--- src/rtl/cfp_pkg.sv ---
`timescale 1ns / 1ps

package cfp_pkg;

	localparam int ByteW      = 8;
	localparam int TimeW      = 16;
	localparam int OutDataW   = 40;
	localparam int ReplyLen   = 6;
	localparam int BeatW      = 3;
	localparam int FifoDepth  = 2;
	localparam int PtrW       = 1;
	localparam int CountW     = 2;

	localparam logic [ByteW-1:0] RxHeaderRst = 8'h0B;
	localparam logic [ByteW-1:0] TxHeaderRst = 8'h0C;

	// register indexes on the configuration port
	localparam logic [0:0] RegRxHeader = 1'b0;
	localparam logic [0:0] RegTxHeader = 1'b1;

	// reply beat codes
	localparam logic [BeatW-1:0] BeatHdr   = 3'd0;
	localparam logic [BeatW-1:0] BeatOnLo  = 3'd1;
	localparam logic [BeatW-1:0] BeatOnHi  = 3'd2;
	localparam logic [BeatW-1:0] BeatOffLo = 3'd3;
	localparam logic [BeatW-1:0] BeatOffHi = 3'd4;
	localparam logic [BeatW-1:0] BeatSum   = 3'd5;

	// one decoded frame, ready to be replied
	typedef struct packed {
		logic [ByteW-1:0] hdr;
		logic [TimeW-1:0] on_time;
		logic [TimeW-1:0] off_time;
		logic [ByteW-1:0] sum;
	} frame_t;

	typedef struct packed {
		logic   valid;
		frame_t frame;
	} push_t;

endpackage

--- src/rtl/cfp_parser.sv ---
`timescale 1ns / 1ps

module cfp_parser
	import cfp_pkg::*;
(
	input  logic             clk,
	input  logic             arst_n,
	input  logic             byte_valid,
	input  logic [ByteW-1:0] rx_byte,
	input  logic [ByteW-1:0] rx_header,
	input  logic [ByteW-1:0] tx_header,
	output push_t            push
);

	localparam logic [1:0] PhHunt = 2'd0;
	localparam logic [1:0] PhHigh = 2'd1;
	localparam logic [1:0] PhLow  = 2'd2;
	localparam logic [1:0] PhSum  = 2'd3;

	logic [1:0]       phase_q;
	logic             idx_q;
	logic [TimeW-1:0] high_q;
	logic [TimeW-1:0] low_q;
	logic [ByteW-1:0] sum_q;

	always_ff @(posedge clk or negedge arst_n) begin
		if (!arst_n) begin
			phase_q <= PhHunt;
			idx_q   <= 1'b0;
			high_q  <= '0;
			low_q   <= '0;
			sum_q   <= '0;
		end else if (byte_valid) begin
			unique case (phase_q)
				PhHunt: begin
					if (rx_byte == rx_header) begin
						phase_q <= PhHigh;
						idx_q   <= 1'b0;
						sum_q   <= rx_header;
					end
				end
				PhHigh: begin
					if (idx_q) high_q[15:8] <= rx_byte;
					else       high_q[7:0]  <= rx_byte;
					sum_q <= sum_q + rx_byte;
					if (idx_q) phase_q <= PhLow;
					idx_q <= ~idx_q;
				end
				PhLow: begin
					if (idx_q) low_q[15:8] <= rx_byte;
					else       low_q[7:0]  <= rx_byte;
					sum_q <= sum_q + rx_byte;
					if (idx_q) phase_q <= PhSum;
					idx_q <= ~idx_q;
				end
				default: begin
					phase_q <= PhHunt;
				end
			endcase
		end
	end

	// push a frame when the checksum byte matches
	always_comb begin
		push.valid          = byte_valid && (phase_q == PhSum) && (rx_byte == sum_q);
		push.frame.hdr      = tx_header;
		push.frame.on_time  = high_q;
		push.frame.off_time = low_q;
		push.frame.sum      = tx_header + high_q[7:0] + high_q[15:8]
		                      + low_q[7:0] + low_q[15:8];
	end

endmodule

--- src/rtl/checksummed_frame_parser_echo.sv ---
`timescale 1ns / 1ps
// Checksummed frame parser with echo reply.
// Slave stream (s_*): one received byte per request in s_tdata[7:0]. The
// parser hunts for the rx_header byte, gathers on-time and off-time (low byte
// first) and checks the additive checksum; a bad frame is dropped silently.
// Master stream (m_*): six requests per good frame: tx_header, on-time low,
// on-time high, off-time low, off-time high, checksum; m_tlast on the sixth.
// Each beat also carries the decoded on-time and off-time.
// One input byte per cycle is taken while the queue has room; one reply beat per
// cycle goes out while a frame is queued and m_tready is high. From an empty
// queue, a frame's first reply beat is valid the cycle after its checksum byte is
// accepted. Decoded frames wait in a two-entry frame queue, which sets s_tready:
// input is held off only while both entries are occupied. Configuration: cfg_we
// with cfg_index 0 writes rx_header, 1 writes tx_header; write only while idle.
// Reset: parser returns to hunting, the queue empties, headers take 0x0B and
// 0x0C. When the receiver stalls, the current beat holds until taken.
module checksummed_frame_parser_echo
	import cfp_pkg::*;
(
	input  logic                clk,
	input  logic                arst_n,
	input  logic                s_tvalid,
	output logic                s_tready,
	input  logic [ByteW-1:0]    s_tdata,   // [7:0] rx_byte
	output logic                m_tvalid,
	input  logic                m_tready,
	output logic [OutDataW-1:0] m_tdata,   // [7:0] tx_byte, [23:8] on_time, [39:24] off_time
	output logic                m_tlast,
	input  logic                cfg_we,
	input  logic [0:0]          cfg_index,
	input  logic [ByteW-1:0]    cfg_data
);

	logic [ByteW-1:0] rx_header_q;
	logic [ByteW-1:0] tx_header_q;

	always_ff @(posedge clk or negedge arst_n) begin
		if (!arst_n) begin
			rx_header_q <= RxHeaderRst;
			tx_header_q <= TxHeaderRst;
		end else if (cfg_we) begin
			unique case (cfg_index)
				RegRxHeader: rx_header_q <= cfg_data;
				default:     tx_header_q <= cfg_data;
			endcase
		end
	end

	logic  in_acc;
	push_t push;

	assign in_acc = s_tvalid && s_tready;

	cfp_parser u_parser (
		.clk        (clk),
		.arst_n     (arst_n),
		.byte_valid (in_acc),
		.rx_byte    (s_tdata),
		.rx_header  (rx_header_q),
		.tx_header  (tx_header_q),
		.push       (push)
	);

	// frame queue
	frame_t           fifo_q [FifoDepth];
	logic [PtrW-1:0]  wr_ptr_q;
	logic [PtrW-1:0]  rd_ptr_q;
	logic [CountW-1:0] count_q;
	logic [BeatW-1:0] beat_q;
	logic             out_acc;
	logic             pop;
	frame_t           head;

	assign s_tready = (count_q != CountW'(FifoDepth));
	assign m_tvalid = (count_q != '0);
	assign out_acc  = m_tvalid && m_tready;
	assign pop      = out_acc && (beat_q == BeatSum);
	assign head     = fifo_q[rd_ptr_q];

	always_ff @(posedge clk) begin
		if (push.valid) fifo_q[wr_ptr_q] <= push.frame;
	end

	always_ff @(posedge clk or negedge arst_n) begin
		if (!arst_n) begin
			wr_ptr_q <= '0;
			rd_ptr_q <= '0;
			count_q  <= '0;
			beat_q   <= BeatHdr;
		end else begin
			if (push.valid) wr_ptr_q <= wr_ptr_q + 1'b1;
			if (pop)        rd_ptr_q <= rd_ptr_q + 1'b1;
			unique case ({push.valid, pop})
				2'b10:   count_q <= count_q + 1'b1;
				2'b01:   count_q <= count_q - 1'b1;
				default: count_q <= count_q;
			endcase
			// advance through the six reply beats, wrap after the checksum
			if (out_acc) beat_q <= pop ? BeatHdr : beat_q + 1'b1;
		end
	end

	logic [ByteW-1:0] tx_byte;

	always_comb begin
		unique case (beat_q)
			BeatHdr:   tx_byte = head.hdr;
			BeatOnLo:  tx_byte = head.on_time[7:0];
			BeatOnHi:  tx_byte = head.on_time[15:8];
			BeatOffLo: tx_byte = head.off_time[7:0];
			BeatOffHi: tx_byte = head.off_time[15:8];
			default:   tx_byte = head.sum;
		endcase
	end

	assign m_tdata = {head.off_time, head.on_time, tx_byte};
	assign m_tlast = (beat_q == BeatSum);

endmodule

--- config.mk ---
export PLATFORM = sky130hd
export DESIGN_NAME = checksummed_frame_parser_echo
export DESIGN_NICKNAME = d
export VERILOG_FILES = /design/src/rtl/cfp_pkg.sv /design/src/rtl/cfp_parser.sv /design/src/rtl/checksummed_frame_parser_echo.sv
export SDC_FILE = /design/constraint.sdc
export NUM_CORES = 1
export LEC_CHECK = 0
export BUFFER_PORTS_ARGS = -buffer_cell sky130_fd_sc_hd__buf_2
export CAP_MARGIN = 10
export CORE_ASPECT_RATIO = 0.9
export CORE_MARGIN = 4
export CORE_UTILIZATION = 25
export DETAILED_ROUTE_END_ITERATION = 7
export PLACE_DENSITY_LB_ADDON = 0.15
export SYNTH_ARGS = -nofsm -noshare
export SYNTH_HDL_FRONTEND = slang
export SYNTH_SLANG_ARGS = --single-unit
--- constraint.sdc ---
create_clock -name clk -period 4.6 [get_ports clk]
set_clock_uncertainty 0.05 [all_clocks]
set_input_delay 0.46 -clock clk [delete_from_list [all_inputs] [get_ports clk]]
set_output_delay 0.46 -clock clk [all_outputs]
set_load 0.05 [all_outputs]
* Word level (Yosys, flattened, before mapping)
Memory sizes are Yosys's and may differ from the RTL's.
Index checks and enable logic that the tools add are counted.
** Storage, ports and cells
- Memory bits (writable) :: 96
- Memories kept :: 1
- Output and inout port bits :: 43
- Flip-flop bits (word level) :: 66
- Logic and storage cells :: 74
** Operators by class
- Mux-type cells :: 13
- Equal/unequal tests :: 16
- Reduce and logical (&&, ||, !) cells :: 19
- Bitwise gates (word level) :: 2
- Add/sub/neg operators :: 10
** Memories
- fifo_q :: depth 2, width 48, read ports 1, clocked after memory_dff 0, wr ports 1, RTL line checksummed_frame_parser_echo.sv:65 : frame_t fifo_q [FifoDepth];
** Operators with widths (count)
- adder 8 bit :: 5
- case mux 8 bit (5 select lines) :: 1
- equality test 8 bit :: 2
- case mux 8 bit (2 select lines) :: 1
- AND reduction 3 bit :: 5
- 2-to-1 mux 8 bit :: 1
- equality test 2 bit (second input constant) :: 3
- equality test 3 x 2 -> 1 bit (second input constant) :: 2
- equality test 3 bit (second input constant) :: 2
- 2-to-1 mux 2 bit :: 3
- != test 2 x 1 -> 1 bit (second input constant) :: 3
- case mux 2 bit (3 select lines) :: 1
- nonzero test 2 bit :: 3
- logical AND 1 bit :: 5
- equality test 2 x 1 -> 1 bit (second input constant) :: 2
- case mux 2 bit (2 select lines) :: 1
- AND reduction 2 bit :: 2
- AND reduction 4 bit :: 1
- adder 3 x 1 -> 3 bit (second input constant) :: 1
- equality test 3 x 1 -> 1 bit (second input constant) :: 1
- logical NOT 3 bit :: 1
- 2-to-1 mux 1 bit :: 3
- 2-to-1 mux 3 bit :: 1
- adder 1 bit (second input constant) :: 2
- other kinds (7) :: 8

* Depth between registers and ports, before layout
Gate-level depths: netlist of run 1.
- Word-level depth :: 6
- Mapped depth :: 13
- Depth with buffers taken out :: 13

* By module
A second synthesis of run 1 with hierarchy kept.
** Second synthesis, totals
- Cell total of the unflattened synthesis :: 576
- Area total of the unflattened synthesis :: 8167.8 um^2
** Modules (own cells, without submodules)
- checksummed_frame_parser_echo :: area an instance 4869.7 um^2, sequential area each 3464.6 um^2, cells an instance 269, instances 1
- cfp_parser :: area an instance 3298.2 um^2, sequential area each 1076.0 um^2, cells an instance 307, instances 1

* Least setup slack after synthesis of run 1
No wires, ideal clock.
- Path type :: flip-flop to flip-flop
- Start :: register count_q[0]
- End :: memory fifo_q[0][0] in the netlist's numbering, enable pin
- Data required time :: 4.096 ns
- Stages on the path, launching flop included :: 6
- Path slack :: 0.680 ns
- Setup time :: 0.454 ns
- Arrival time :: 3.416 ns
- Clock period less this slack :: 3.920 ns
- Cells stage by stage :: dfrtp_1 -> nand2b_1 -> and2_1 -> buf_4 -> nand4_1 -> nor2_1
** On the way
- Cells in the longest elaborated chain, start to end :: 6
** RTL lines
- start: declaration :: RTL line checksummed_frame_parser_echo.sv:68 : logic [CountW-1:0] count_q;
- start signal: assignment :: RTL line checksummed_frame_parser_echo.sv:94 : 2'b10: count_q <= count_q + 1'b1;
- start signal: assignment :: RTL line checksummed_frame_parser_echo.sv:95 : 2'b01: count_q <= count_q - 1'b1;
- start signal: assignment :: RTL line checksummed_frame_parser_echo.sv:96 : default: count_q <= count_q;
- != test 2 bit :: RTL line checksummed_frame_parser_echo.sv:74 : assign s_tready = (count_q != CountW'(FifoDepth));
- via s_tready :: RTL line checksummed_frame_parser_echo.sv:23 : output logic s_tready,
- logical AND 1 bit :: RTL line checksummed_frame_parser_echo.sv:52 : assign in_acc = s_tvalid && s_tready;
- logical AND 1 bit (2 in a row) :: RTL line cfp_parser.sv:65 : push.valid = byte_valid && (phase_q == PhSum) && (rx_byte == sum_q);
- 2-to-1 mux 1 bit :: RTL line checksummed_frame_parser_echo.sv:81 : if (push.valid) fifo_q[wr_ptr_q] <= push.frame;
- 2-to-1 mux 1 bit (not written as such) :: RTL line checksummed_frame_parser_echo.sv:81
- end: declaration :: RTL line checksummed_frame_parser_echo.sv:65
The timed path passes the listed nets, and every way through them passes these cells.

==> reports/qor.yml, run 1 <==
synth:
  syn-cell-area_sq_mm: 0.00786
  synth_enable_flop_cells: 96
  synth_area_leaders: "edfxtp_1 37%, dfrtp_1 19%, mux2_2 11%, fa_1 5.3%, ha_1 4.1%"
  synthCells: 570
  ys_seq_elements: 162
  synth_top_flop_cell: "edfxtp_1"
  avgSynthCellArea_sq_um: 13.8
  yosys_warnings: 0
  yosysSeqAreaShare: 0.577
  async_reset_ff_frac: 0.407
  synth_fp_nets: 639
  yosysTopAreaCell: "edfxtp_1"
  synth_cell_type_count: 53
  yosysTopAreaCellShare: 0.367
power_and_ir_drop:
  pwr_density_cell_mw_per_mm2: 801
  vdd_drop_max_uv: 380
  power.total_w: 0.00749
  p_leak_nw: 3.76
timing:
  final.min_clock_period_ps: 3740
  finalSetupTns_ps: 0
  holdWs_ps: 151
  post-route-period-util: 0.814
  max_freq_mhz: 267
  setup_slack_ps: 857
  hold_violations: 0
  rsz0062_at_grt: "no"
  slew_violations: 0
  worst_slew_pin_slew_ps: 1030
  setup_viol: 0
  timing.slew.headroom: 0.311
routing:
  vias: 4582
  ant_nets: 0
  via_per_inst: 4.28
  drt_pass1_iterations: 4
  wl_met1_um: 10000
  drcViolationCount: 0
  wl_per_cell_um: 19.0
  dr_wl_met3_um: 706
  detail_route.wirelength_um: 20300
  routed.top_layer: "met4"
  wl_met2_um: 9480
  drtIter0Drc: 233
worst_setup_path:
  worstReg2RegStart: "tx_header_q[2]"
  cp.depth: 13
  r2r_cells: 13
  worstPathArrival_ps: 3860
  critical_path_class: "reg2reg"
  rr_endpoint: "fifo_q[1][7]"
  rrSetupSlack_ps: 860
  endpoint_kind: "register"
  crit_buf_inv: 4
  path_delay_family: "adder cells"
  max_stage_delay_ps: 550
  crit_fanout: 4
  slowest_stage: "dfstp_2"
  path_cells: "inv_1 -> fa_1 -> inv_1 -> fa_1 -> inv_1 -> fa_1 -> inv_1 -> fa_1 -> a21o_1 -> a21oi_1 -> o21bai_1 -> a21oi_1 -> xnor2_1"
  cp.required_ps: 4710
  critPathLaunchType: "register"
placed_design:
  io_buffers: 64
  dpl.hpwl_um: 14600
  place_congestion: 0.724
  dpl_cell_area_sq_mm: 0.00873
  place_ws_ps: 815
clock_tree:
  hold_buffers: 0
  path_clk_slew_ps: 70
  cts_tree: "yes"
  clk_path_buf_depth: 2
  worstSkewPairLatency_ps: 430
  clock_sinks: 162
  cts_setup_buffers: 0
  cts.root.buffer_cell: "clkbuf_16"
  cts_htree_levels: 4
  cts_buffers: 17
  ctsResizeCount: 0
run_status:
  outcome: "complete, no violations"
global_route:
  first_global_vias: 4811
  grt_pass1_wl_um: 30700
  grt_overflow_total: 0
  antenna_found_initial: 1
  grt_use_total: 0.119
  grt_max_degree: 49
cells_and_area:
  drive_above_1_share: 0.310
  syn_to_final_growth_pct: 18.9
  finalInstanceArea_sq_mm: 0.00935
  nNetsFinal: 718
  antenna_cells: 0
floorplanning:
  die_w_um: 195
  num_rows: 61
  die-height_um: 176
  initial_core_util: 0.254
  dieArea_sq_mm: 0.0344
  io_pins: 65
  core_sq_mm: 0.0310
min_path:
  hp-class: "in2async"
run:
  max-cap-violations: 0
-- synthesized netlist by cell type (2+ instances only) --
master    number
a21oi_1       12
nor2_1        16
and2b_1        2
mux2i_1       20
a32oi_1        5
edfxtp_1      96
xnor2_1       23
nand3_2        3
nor3_1         3
nand2_2        2
ha_1          26
xor2_1         5
nor2b_1        5
dfrtp_1       61
clkinv_1       2
o21ai_0       21
o21bai_1       2
o31a_1         5
a21o_1         3
nand3_1        3
fa_1          21
inv_1         69
dfstp_2        5
a222oi_1       2
mux2_2        78
clkbuf_1       6
buf_2          6
a22o_1         5
o211ai_1       3
buf_4          4
nand2_1       31
nor4b_1        2
nand4_1        3
-- layout make-up --
cell class | instances | area [sq um]
Timing Repair Buffer | 77 | 430
Fill cell | 3205 | 21600
Clock inverter | 14 | 190
Clock buffer | 18 | 429
Multi-Input combinational cell | 320 | 2980
Inverter | 71 | 267
Tap cell | 409 | 512
Sequential cell | 162 | 4540
-- worst max-delay path by stage --
stage                     slack [ps]      endpoint      startpoint
after floorplan                  680  fifo_q[0][0]      count_q[0]
after global routing             640  fifo_q[1][7]  tx_header_q[2]
after CTS                        820  fifo_q[1][7]  tx_header_q[2]
after detailed placement         810  fifo_q[0][7]  tx_header_q[2]
final                            860  fifo_q[1][7]  tx_header_q[2]
after global placement           820  fifo_q[0][7]  tx_header_q[2]
-- per-stage QoR --
step / cells / util
after global placement: 1039 / 0.282
final: 1071 / 0.302
after global routing: 1071 / 0.302
after detailed placement: 1039 / 0.282
after CTS: 1071 / 0.302
after floorplan: 570 / -
-- layout by cell type, fill, tap and decap left out, types with 5 or more instances in the layout --
| master | n |
|---|---|
| edfxtp_1 | 96 |
| mux2_2 | 78 |
| inv_1 | 69 |
| buf_2 | 64 |
| dfrtp_1 | 60 |
| nand2_1 | 31 |
| ha_1 | 26 |
| xnor2_1 | 23 |
| o21ai_0 | 21 |
| fa_1 | 21 |
| mux2i_1 | 20 |
| clkbuf_16 | 17 |
| nor2_1 | 14 |
| a21oi_1 | 12 |
| buf_4 | 12 |
| inv_6 | 7 |
| xor2_1 | 5 |
| nor2b_1 | 5 |
| a32oi_1 | 5 |
| a22o_1 | 5 |
| o31a_1 | 5 |
| dfstp_2 | 5 |
-- sequential cells by signal, indices dropped and copies added (netlist names), 2 cells and up --
name,count
u_parser.low_q,16
rx_header_q,8
beat_q,3
u_parser.phase_q,2
u_parser.sum_q,8
fifo_q,96
count_q,2
tx_header_q,8
u_parser.high_q,16
-- cells by family (layout without fill, tap and decap cells) --
group,after synthesis,after routing,synth area share
compound gates,68,68,0.0589
fa+ha+maj,47,47,0.0948
simple gates,78,78,0.0527
mux,98,98,0.137
flops,162,162,0.577
xor+xnor,29,29,0.0333
buf+inv,88,180,0.0458
-- metal layers --
metal,global-route usage,vias to the layer above
met5,0,-
met4,0.0227,0
met3,0.0269,12
met2,0.189,82
met1,0.170,2325
li1,-,2163
-- worst reg2reg max path: stages, from the launching register on --
cell      delay (ps)
dfstp_2          550
inv_1             50
fa_1             470
inv_1             50
fa_1             490
inv_1             50
fa_1             490
inv_1             70
fa_1             450
a21o_1           170
a21oi_1          220
o21bai_1          90
a21oi_1          170
xnor2_1           90
-- power breakdown --
part           switching (W)  internal, W
registers           0.000246      0.00221
logic                0.00206      0.00146
clock network       0.000643     0.000876
total                0.00295      0.00454
Power figures use the tool's default switching activity.
==> inputs of run 2 (changes only) <==
clock period = 3 ns   (was 4.6 ns; I/O delays follow)
==> run 2 against run 1 <==
Effect of this change:
- the flow now finishes with violations (negative setup slack)
- global-route usage increased by 0.14 points
- design area rose by 5.1%
- worst setup slack got worse by 1300 ps
- critical path depth is the same
- sequential power up 51%
- hold slack lost 57 ps
- die area unchanged
- critical path type unchanged
==> reports/qor.yml, run 2 (synthesis results as in run 1) <==
run_status:
  outcome: "complete, but fails checks"  # was complete, no violations
  violations: "negative setup slack"
power_and_ir_drop:
  p_switching_w: 0.00508  # was 0.00295 W
  p_leak_nw: 3.99  # was 3.76 nW
  power_frac_seq: 0.274  # was 0.327
  comb_power_share: 0.567  # was 0.470
  sw_frac_of_total: 0.377  # was 0.394
  pwr_density_cell_mw_per_mm2: 1370  # was 801 mW/mm^2
  p_int_w: 0.00839  # was 0.00454 W
  vdd_drop_max_uv: 975  # was 380 uV
  clockPowerShare: 0.158  # was 0.203
worst_setup_path:
  r2r_cells: 13  # unchanged
  cp.required_ps: 3110  # was 4710 ps
  worstReg2RegStart: "tx_header_q[2]"  # unchanged
  rr_endpoint: "fifo_q[1][7]"  # unchanged
  worstPathArrival_ps: 3590  # was 3860 ps
  crit_fanout: 2  # was 4
  endpoint_kind: "register"  # unchanged
  critPathLaunchType: "register"  # unchanged
  critical_path_class: "reg2reg"  # unchanged
  rrSetupSlack_ps: -480  # was 860 ps
routing:
  via_per_inst: 4.24  # was 4.28
  ant_nets: 0  # unchanged
  drcViolationCount: 0  # unchanged
  drtIter0Drc: 177  # was 233
  detail_route.wirelength_um: 20700  # was 20300 um
  wl_per_cell_um: 18.5  # was 19.0 um
  drt_pass1_iterations: 4  # unchanged
  vias: 4736  # was 4582
cells_and_area:
  nNetsFinal: 765  # was 718
  antenna_cells: 0  # unchanged
  layout_commonest_cell: "edfxtp_1"  # unchanged
  finalInstanceArea_sq_mm: 0.00982  # was 0.00935 sq mm
  mostFrequentLayoutCells: "96 x edfxtp_1, 78 x mux2_2, 63 x inv_1, 63 x buf_2, 60 x dfrtp_1"  # was 96 x edfxtp_1, 78 x mux2_2, 69 x inv_1
  largest_reg_flops: 96  # unchanged
  multiInputGateArea_sq_mm: 0.00308  # was 0.00298 sq mm
  nFillCells: 3115  # was 3205
  top_register: "fifo_q"  # unchanged
  drive_above_1_share: 0.377  # was 0.310
  reg_top3: "fifo_q: 96 flops, u_parser.high_q: 16 flops, u_parser.low_q: 16 flops"  # unchanged
  register_area_sq_mm: 0.00454  # unchanged
  syn_to_final_growth_pct: 24.9  # was 18.9%
placed_design:
  place_congestion: 0.747  # was 0.724
  io_buffers: 64  # unchanged
  dpl_cell_area_sq_mm: 0.00906  # was 0.00873 sq mm
  dpl.hpwl_um: 14600  # about the same
  place_ws_ps: -483  # was 815 ps
global_route:
  first_global_vias: 5068  # was 4811
  grt_max_degree: 49  # unchanged
  grt_use_total: 0.121  # was 0.119
  grt_pass1_wl_um: 30900  # was 30700 um
  antenna_found_initial: 0  # was 1
  grt_overflow_total: 0  # unchanged
min_path:
  hp-start: "cfg_data[6]"
  worstHoldPathCells: 2
  hold_end: "rx_header_q[6]"
  hp-class: "in2reg"  # was in2async
timing:
  finalSetupTns_ps: -3390  # was 0 ps
  setup_slack_ps: -483  # was 857 ps
  rsz0062_at_grt: "yes"  # was no
  worst_slew_pin_slew_ps: 760  # was 1030 ps
  slew_violations: 0  # unchanged
  hold_violations: 0  # unchanged
  timing.slew.headroom: 0.492  # was 0.311
  final.min_clock_period_ps: 3480  # was 3740 ps
  max_freq_mhz: 287  # was 267 MHz
  post-route-period-util: 1.16  # was 0.814
  setup_viol: 10  # was 0
floorplanning:
  initial_core_util: 0.254  # unchanged
  io_pins: 65  # unchanged
  core_sq_mm: 0.0310  # unchanged
  dieArea_sq_mm: 0.0344  # unchanged
  num_rows: 61  # unchanged
  die-height_um: 176  # unchanged
  die_w_um: 195  # unchanged
clock_tree:
  cts_buffers: 17  # unchanged
  clock_sinks: 162  # unchanged
  worstSkewPairLatency_ps: 420  # was 430 ps
  clk_path_buf_depth: 2  # unchanged
  cts.root.buffer_cell: "clkbuf_16"  # unchanged
  path_clk_slew_ps: 70  # about the same
  cts_htree_levels: 4  # unchanged
  cts_tree: "yes"  # unchanged
run:
  max-cap-violations: 0  # unchanged
-- run 2: cell count changes in the layout (fill, tap and decap cells not counted), moves of 3 or more --
| cell | before | now |
|---|---|---|
| ha_4 | 0 | 3 |
| inv_2 | 0 | 6 |
| ha_1 | 26 | 22 |
| buf_6 | 0 | 5 |
| buf_4 | 12 | 50 |
| inv_1 | 69 | 63 |
| inv_6 | 7 | 3 |
-- run 2: power groups by stage --
stage / registers, W / logic, W / clock network, W
final: 0.00370 / 0.00764 / 0.00213
after global routing: 0.00376 / 0.00845 / 0.00230
after CTS: 0.00370 / 0.00738 / 0.00219
after detailed placement: 0.00374 / 0.00670 / 0
after global placement: 0.00372 / 0.00659 / 0
after floorplan: 0.00367 / 0.00440 / 0
-- run 2: per-layer routing --
| metal | global-route usage | vias up | routed length, um |
|---|---|---|---|
| met3 | 0.0271 | 9 | 655 |
| met5 | 0 | - | 0 |
| li1 | - | 2261 | - |
| met1 | 0.172 | 2393 | 10300 |
| met2 | 0.188 | 73 | 9530 |
| met4 | 0.0303 | 0 | 167 |
-- run 2: per-stage QoR --
step	hold slack (ps)	cells	util	power [W]
finish	93.5	1118	0.317	0.0135
global route	76.2	1118	0.317	0.0145
CTS	78.2	1111	0.313	0.0133
detailed placement	347	1076	0.292	0.0104
global placement	349	1076	0.292	0.0103
floorplan	-45.6	570	-	0.00807
-- run 2: how the worst max path moves through the flow --
stage / start / depth (start not counted) / endpoint / slack [ps]
2_1_floorplan: tx_header_q[1] / 12 / fifo_q[0][7] / -400
3_3_place_gp: tx_header_q[2] / 13 / fifo_q[0][7] / -460
3_5_place_dp: tx_header_q[1] / 12 / fifo_q[0][7] / -480
4_1_cts: tx_header_q[1] / 12 / fifo_q[1][7] / -480
5_1_grt: tx_header_q[1] / 12 / fifo_q[1][7] / -590
6_report: tx_header_q[2] / 13 / fifo_q[1][7] / -480
-- run 2: repair_timing --
item / 4_1_cts / 5_1_grt
hold buffers: 1 / 0
setup buffers: 4 / 6
endpoints found under the setup margin: 10 / 17
pin swaps: 0 / 6
cloned: 0 / 1
gates resized for setup: 9 / 11
hold endpoints to repair: 22 / 0
-- run 2: worst max-delay path: stages, from the launching register on --
cell	delay [ps]
dfstp_2	540
inv_2	40
fa_1	470
inv_1	50
fa_1	470
inv_1	50
fa_1	490
inv_2	60
fa_2	340
a21o_1	190
a21oi_2	130
o21bai_1	90
a21oi_1	160
xnor2_1	100
-- run 2: cell type report --
type	count	share of cell area
clock buffers	22	0.0484
clock inverters	10	0.00994
inverters	71	0.0271
multi-input cells	320	0.313
flip-flops and latches	162	0.462
well taps	409	0.0521
repair buffers	124	0.0865
